`src/rtl/core/deferred_message_timer_table_assert.svh`:
```
// ---------------------------------------------------------------------------
// Deferred message timer table assertion macros
// Shared concurrent assertion forms used by the timer table RTL.
// ---------------------------------------------------------------------------
`ifndef DEFERRED_MESSAGE_TIMER_TABLE_ASSERT_SVH
`define DEFERRED_MESSAGE_TIMER_TABLE_ASSERT_SVH

// A condition that must hold at every clock edge outside reset.
`define DMTT_ASSERT_ALWAYS(label, clk, rst, cond, msg) \
   label: assert property (@(posedge clk) disable iff (rst) (cond)) else $error(msg);

// A consequence that must hold in the same cycle as its antecedent.
`define DMTT_ASSERT_IMPLY(label, clk, rst, ante, cons, msg) \
   label: assert property (@(posedge clk) disable iff (rst) (ante) |-> (cons)) else $error(msg);

// A consequence that must hold in the cycle after its antecedent.
`define DMTT_ASSERT_NEXT(label, clk, rst, ante, cons, msg) \
   label: assert property (@(posedge clk) disable iff (rst) (ante) |=> (cons)) else $error(msg);

`endif

```
`src/rtl/core/dmtt_pkg.sv`:
```
// ---------------------------------------------------------------------------
// Deferred message timer table package
// Shared constants, codes and record types of the timer table.
// ---------------------------------------------------------------------------
`timescale 1ns / 1ps

package dmtt_pkg;

   localparam int SLOTS_DEF    = 64;
   localparam int GEN_BITS_DEF = 24;

   localparam int DATA_W      = 32;
   localparam int BLOCK_W     = 48;
   localparam int ORDER_W     = 32;
   localparam int RATE_W      = 19;
   localparam int BSIZE_W     = 13;
   localparam int KIND_W      = 2;
   localparam int ACT_W       = 2;
   localparam int CSR_IDX_W   = 4;
   localparam int PEND_OUT_W  = 7;
   localparam int GEN_SHIFT   = 8;
   localparam int HGEN_W      = DATA_W - GEN_SHIFT;
   localparam int DIVIDEND_W  = 51;
   // The divisor is 1000 times the block size, up to 8191000, which does not fit this width.
   localparam int DIVISOR_W   = 22;
   localparam int DIV_CNT_W   = $clog2(DIVIDEND_W);

   localparam logic [RATE_W-1:0]    SAMPLE_RATE_RESET = RATE_W'(44100);
   localparam logic [BSIZE_W-1:0]   BLOCK_SIZE_RESET  = BSIZE_W'(512);
   localparam logic [DIVISOR_W-1:0] MS_PER_S          = DIVISOR_W'(1000);
   localparam logic [DATA_W-1:0]    DROP_MAX          = '1;

   localparam logic [CSR_IDX_W-1:0] CSR_SAMPLE_RATE = CSR_IDX_W'(0);
   localparam logic [CSR_IDX_W-1:0] CSR_BLOCK_SIZE  = CSR_IDX_W'(1);

   typedef enum logic [ACT_W-1:0] {
      ACT_ARM    = 2'd0,
      ACT_CANCEL = 2'd1,
      ACT_QUERY  = 2'd2,
      ACT_TICK   = 2'd3
   } action_type;

   typedef struct packed {
      logic [DATA_W-1:0]        target;
      logic signed [DATA_W-1:0] tag;
      logic [KIND_W-1:0]        kind;
      logic [DATA_W-1:0]        value;
   } msg_type;

   typedef struct packed {
      logic [BLOCK_W-1:0] due;
      logic [ORDER_W-1:0] order;
      msg_type            msg;
   } rec_type;

   localparam int REC_W     = $bits(rec_type);
   localparam int MEM_W_DEF = REC_W + GEN_BITS_DEF;

   typedef struct packed {
      logic [DATA_W-1:0]     handle_out;
      logic                  ok;
      logic                  delivered;
      msg_type               msg;
      logic                  last;
      logic [PEND_OUT_W-1:0] pending_count;
      logic [DATA_W-1:0]     dropped_count;
   } result_type;

   typedef struct packed {
      logic                  start;
      logic [DIVIDEND_W-1:0] dividend;
      logic [DIVISOR_W-1:0]  divisor;
   } div_req_type;

   typedef struct packed {
      logic                  done;
      logic [DIVIDEND_W-1:0] quotient;
   } div_rsp_type;

endpackage

```
`src/rtl/core/dmtt_divider.sv`:
```
// ---------------------------------------------------------------------------
// Serial divider
// Restoring divider producing one quotient bit per cycle.
// ---------------------------------------------------------------------------
`timescale 1ns / 1ps

module dmtt_divider (
   input  logic                 clock,
   input  logic                 reset,
   input  dmtt_pkg::div_req_type div_req,
   output dmtt_pkg::div_rsp_type div_rsp
);
   import dmtt_pkg::*;

   logic [DIVIDEND_W-1:0] quo_ff, quo_in;
   logic [DIVISOR_W-1:0]  rem_ff, rem_in;
   logic [DIVISOR_W-1:0]  dsr_ff, dsr_in;
   logic [DIV_CNT_W-1:0]  cnt_ff, cnt_in;
   logic                  busy_ff, busy_in;
   logic                  done_ff, done_in;

   always_comb begin
      logic [DIVISOR_W:0] trial;
      trial   = {rem_ff, quo_ff[DIVIDEND_W-1]};
      quo_in  = quo_ff;
      rem_in  = rem_ff;
      dsr_in  = dsr_ff;
      cnt_in  = cnt_ff;
      busy_in = busy_ff;
      done_in = 1'b0;
      if (div_req.start) begin
         quo_in  = div_req.dividend;
         rem_in  = '0;
         dsr_in  = div_req.divisor;
         cnt_in  = '0;
         busy_in = 1'b1;
      end else if (busy_ff) begin
         // The partial remainder stays below the divisor, so it fits its width.
         if (trial >= {1'b0, dsr_ff}) begin
            rem_in = DIVISOR_W'(trial - {1'b0, dsr_ff});
            quo_in = {quo_ff[DIVIDEND_W-2:0], 1'b1};
         end else begin
            rem_in = trial[DIVISOR_W-1:0];
            quo_in = {quo_ff[DIVIDEND_W-2:0], 1'b0};
         end
         cnt_in = cnt_ff + 1'b1;
         if (cnt_ff == DIV_CNT_W'(DIVIDEND_W - 1)) begin
            busy_in = 1'b0;
            done_in = 1'b1;
         end
      end
   end

   always_ff @(posedge clock) begin
      if (reset) begin
         busy_ff <= 1'b0;
         done_ff <= 1'b0;
      end else begin
         busy_ff <= busy_in;
         done_ff <= done_in;
      end
      quo_ff <= quo_in;
      rem_ff <= rem_in;
      dsr_ff <= dsr_in;
      cnt_ff <= cnt_in;
   end

   assign div_rsp.done     = done_ff;
   assign div_rsp.quotient = quo_ff;

endmodule

```
`config.mk`:
```
export PLATFORM = sky130hd
export DESIGN_NAME = dmtt_divider
export DESIGN_NICKNAME = d
export VERILOG_FILES = /design/src/rtl/core/deferred_message_timer_table_assert.svh /design/src/rtl/core/dmtt_pkg.sv /design/src/rtl/core/dmtt_divider.sv
export SDC_FILE = /design/constraint.sdc
export NUM_CORES = 1
export LEC_CHECK = 0
export ABC_AREA = 1
export BUFFER_PORTS_ARGS = -buffer_cell sky130_fd_sc_hd__buf_4
export CAP_MARGIN = 20
export CORE_UTILIZATION = 40
export DETAILED_ROUTE_END_ITERATION = 16
export PLACE_DENSITY = 0.65
export SLEW_MARGIN = 10
export SYNTH_ARGS = -nofsm -noshare
export SYNTH_HDL_FRONTEND = slang
export SYNTH_SLANG_ARGS = --single-unit
```
`constraint.sdc`:
```
create_clock -name clock -period 9 [get_ports clock]
set_clock_uncertainty 0.2 [all_clocks]
set_input_delay 1.35 -clock clock [delete_from_list [all_inputs] [get_ports clock]]
set_output_delay 1.35 -clock clock [all_outputs]
set_load 0.01 [all_outputs]
```
==> out/results.md <==
| Quantity | This run | Unit |
|:---|:---|:---|
| Core region area | 14600 | um2 |
| Ratio of cells with drive above 1 in the final layout | 19.1 | % |
| Final worst setup slack | 5.91 | ns |
| Number of violations of the max-capacitance limit | 0 | - |
| Fin crit share | 34.4 | % |
| # hold bufs at CTS | 0 | - |
| RSZ-0062 raised after global routing | false | - |
| CP Capture Type | register | - |
| Maximum number of pins on one net before global-route repair | 77 | - |
| CP dominant cell by count | sky130_fd_sc_hd__buf_4 | - |
| CP Data Required Time | 9.07 | ns |
| Startpoint type of the worst setup path | input pin | - |
| Total negative slack | 0 | ns |
| Initial core utilization | 41.0 | % |
| Placed standard-cell area | 7070 | um2 |
| Synth warn | 0 | - |
| Number of global-route vias before repair | 4972 | - |
| Net switching power | 300 | uW |
| Post-cts resize count | 0 | - |
| Hold Worst Slack | 0.273 | ns |
| Final estimated routing congestion in global placement | 0.841 | - |
| Clock Path Buffers | 2 | - |
| Clock share of power | 33.4 | % |
| Cell-internal power | 819 | uW |
| Largest fanout on the critical path | 76 | - |
| Post-synthesis sequential area ratio | 46.7 | % |
| Slowest cell delay on critical path | 0.96 | ns |
| Netlist cell types | 37 | - |
| Fillcell total | 1431 | - |
| Remaining routing DRC violations | 0 | - |
| Overall via count from detail_route | 5164 | - |
| Critical Path Start | div_req[73] | - |
| Power per standard cell area | 152 | nW/um2 |
| Dominant delay contributor by cell family on the critical path | simple AND/OR/NAND/NOR gates | - |
| Global-route wire length before repair | 24.0 | mm |
| Hold violation count in the final report | 0 | - |
| Share of total power in combinational logic | 15.8 | % |
| Post-synthesis instance total | 784 | - |
| Full die area | 15500 | um2 |
| Depth of the CTS H-tree | 3 | - |
| Worst reg2reg path depth | 11 | - |
| Overflow left after global routing | 0 | - |
| Class of the most critical setup path | input pin to register | - |
| Layout Area Growth over Synthesis | 22.7 | % |
| Seq pwr share | 50.8 | % |
| R2R Path Start | dsr_ff[5]$_DFFE_PP_ | - |
| CTS sink cnt | 103 | - |
| Final non-filler cell total | 1094 | - |
| Setup fix buffers added after clock tree synthesis | 0 | - |
| Clock latency of the later-clocked register in the worst-skew pair | 0.36 | ns |
| Routed wire length | 14.3 | mm |
| Antenna-violating nets left | 0 | - |
| Chip width | 124 | um |
| Post-route cell area | 7340 | um2 |
| Y dimension of the die | 124 | um |
| Count of pins over their slew limit | 0 | - |
| Relative max-transition margin | 28.4 | % |
| DP Wirelength | 10.3 | mm |
| Dpl cells | 1078 | - |
| Antenna diodes | 0 | - |
| Total clock buffers created by CTS | 9 | - |
| Yosys reg bits | 103 | - |
| Cell Rows | 44 | - |
| 1st-pass router iterations | 5 | - |
| Overall fraction of global-route tracks in use | 19.3 | % |
| Synthesized net count | 885 | - |
| R2R Setup Slk | 6.41 | ns |
| DR iter-0 viols | 273 | - |
| Worst Tran Pin Value | 1.07 | ns |
| Final nets | 1006 | - |
| Syn Area/Cell | 7.63 | um2 |
| Slowest cell on the critical path | sky130_fd_sc_hd__nor2_2 | - |
| Setup-failing EPs final | 0 | - |
| Utilization after layout | 50.3 | % |
| Fmax achieved | 323 | MHz |
| Status | finished, final reports clean | - |
| Cell at the root of the clock tree | sky130_fd_sc_hd__clkbuf_16 | - |
| Reg-to-Reg End | rem_ff[17]$_SDFFE_PP0P_ | - |
| Initial antenna violation count | 0 | - |
| Syn Std Cell Area | 5980 | um2 |
| Clock-pin slew on the worst setup and hold paths | 0.07 | ns |
| Count of buffers from port buffering | 127 | - |
| Sw Ratio | 26.8 | % |
| Worst vdd rail ir drop | 0.0000821 | V |
| Leak pwr | 3.78 | nW |
| Cell-by-cell listing of the critical path | buf_4, buf_4, nor2_2, inv_1, nor3_1 | - |
| Crit path buffers/inverters | 3 | - |
| WL/cell | 13.1 | um |
| Arrival time at the worst endpoint | 3.17 | ns |
| Final Total Pwr | 1.12 | mW |
| Type of the tightest min-delay check | register to register | - |
| Shortest period the worst path allows | 3.09 | ns |
| Critical path endpoint | done_ff$_SDFF_PP0_ | - |
| Mean number of vias per cell | 4.72 | - |
| Total I/O pin count | 128 | - |
| Pre-CTS worst setup slack | 5.50 | ns |
| Stages on worst setup path | 5 | - |
| Worst hold path depth | 2 | - |
| TritonCTS clock tree | yes | - |
-- cells by family (layout without fill, tap and decap cells) --
group	count (synthesis)	in the layout	synth area share (%)
xor+xnor	9	9	1.32
simple gates	475	475	33.9
fa+ha+maj	25	25	5.35
flops	103	103	46.7
buf+inv	136	262	9.43
compound gates	36	36	3.32
-- area by class of cell --
cell class	count	area [um2]	area share, %
well taps	184	230	3.13
multi-input cells	545	2630	35.8
clock inverters	6	43.8	0.596
clock buffers	10	229	3.12
flip-flops and latches	103	2790	38.0
inverters	114	428	5.83
repair buffers	132	991	13.5
-- flip-flops by register name (all words and copies together), names as in the netlist --
register and count:
rem_ff 22, done_ff 1, cnt_ff 6, dsr_ff 22, busy_ff 1, quo_ff 51
-- cell usage in the layout (no fill, tap or decap), types with 11 or more instances in the layout --
master,count
sky130_fd_sc_hd__o21ai_1,11
sky130_fd_sc_hd__inv_1,111
sky130_fd_sc_hd__buf_4,132
sky130_fd_sc_hd__dfxtp_1,30
sky130_fd_sc_hd__edfxtp_1,73
sky130_fd_sc_hd__ha_1,24
sky130_fd_sc_hd__nand3_1,55
sky130_fd_sc_hd__nand3b_1,12
sky130_fd_sc_hd__a21oi_1,17
sky130_fd_sc_hd__nand2_1,337
sky130_fd_sc_hd__nor2_1,33
-- worst reg2reg max path, cell delays in order, from the launching register on --
cell,delay [ns]
sky130_fd_sc_hd__edfxtp_1,0.37
sky130_fd_sc_hd__inv_1,0.09
sky130_fd_sc_hd__ha_1,0.27
sky130_fd_sc_hd__nand2_1,0.13
sky130_fd_sc_hd__inv_1,0.06
sky130_fd_sc_hd__a21oi_1,0.17
sky130_fd_sc_hd__nand2_2,0.14
sky130_fd_sc_hd__nand2_1,0.10
sky130_fd_sc_hd__nand4_2,0.51
sky130_fd_sc_hd__nand3_1,0.31
sky130_fd_sc_hd__nand3_1,0.09
sky130_fd_sc_hd__nand2_1,0.09
-- cells in the mapped netlist, drive strengths merged --
cell | n | area, um2
xor2 | 1 | 8.76
nor4 | 1 | 6.26
ha | 24 | 300
nand4 | 6 | 43.8
nand3 | 60 | 325
clkinv | 2 | 7.51
nand3b | 13 | 101
buf | 9 | 83.8
dfxtp | 30 | 601
a31oi | 1 | 6.26
o21ai | 13 | 65.1
nor3 | 8 | 40.0
inv | 112 | 420
nor2 | 39 | 169
a21boi | 1 | 11.3
a21oi | 18 | 93.8
nand2 | 347 | 1340
fa | 1 | 20.0
xnor2 | 8 | 70.1
and2 | 1 | 6.26
clkbuf | 13 | 52.6
edfxtp | 73 | 2190
o21bai | 3 | 22.5
-- how the worst min path moves through the flow --
stage / start / slack [ns] / endpoint
floorplan: rem_ff[10]$_SDFFE_PP0P_ / 0.24 / rem_ff[10]$_SDFFE_PP0P_
global placement: rem_ff[14]$_SDFFE_PP0P_ / 0.26 / rem_ff[14]$_SDFFE_PP0P_
detailed placement: rem_ff[14]$_SDFFE_PP0P_ / 0.26 / rem_ff[14]$_SDFFE_PP0P_
CTS: rem_ff[14]$_SDFFE_PP0P_ / 0.28 / rem_ff[14]$_SDFFE_PP0P_
global route: rem_ff[10]$_SDFFE_PP0P_ / 0.29 / rem_ff[10]$_SDFFE_PP0P_
finish: rem_ff[16]$_SDFFE_PP0P_ / 0.27 / rem_ff[16]$_SDFFE_PP0P_
-- power groups by stage --
| stage | Clock, mW | Combinational [mW] | Sequential [mW] |
|---|---|---|---|
| 6_report | 0.374 | 0.177 | 0.568 |
| 5_1_grt | 0.401 | 0.199 | 0.572 |
| 4_1_cts | 0.386 | 0.179 | 0.569 |
| 3_5_place_dp | 0 | 0.179 | 0.578 |
| 3_3_place_gp | 0 | 0.177 | 0.580 |
| 2_1_floorplan | 0 | 0.0815 | 0.586 |
-- metal layers --
| layer | vias up | routed length, um | global-route usage [%] |
|---|---|---|---|
| met3 | 14 | 986 | 4.55 |
| met4 | 0 | 248 | 7.44 |
| li1 | 2703 | - | - |
| met1 | 2300 | 6640 | 25.1 |
| met5 | - | 0 | 0 |
| met2 | 147 | 6480 | 30.9 |
Power figures use the tool's default switching activity.
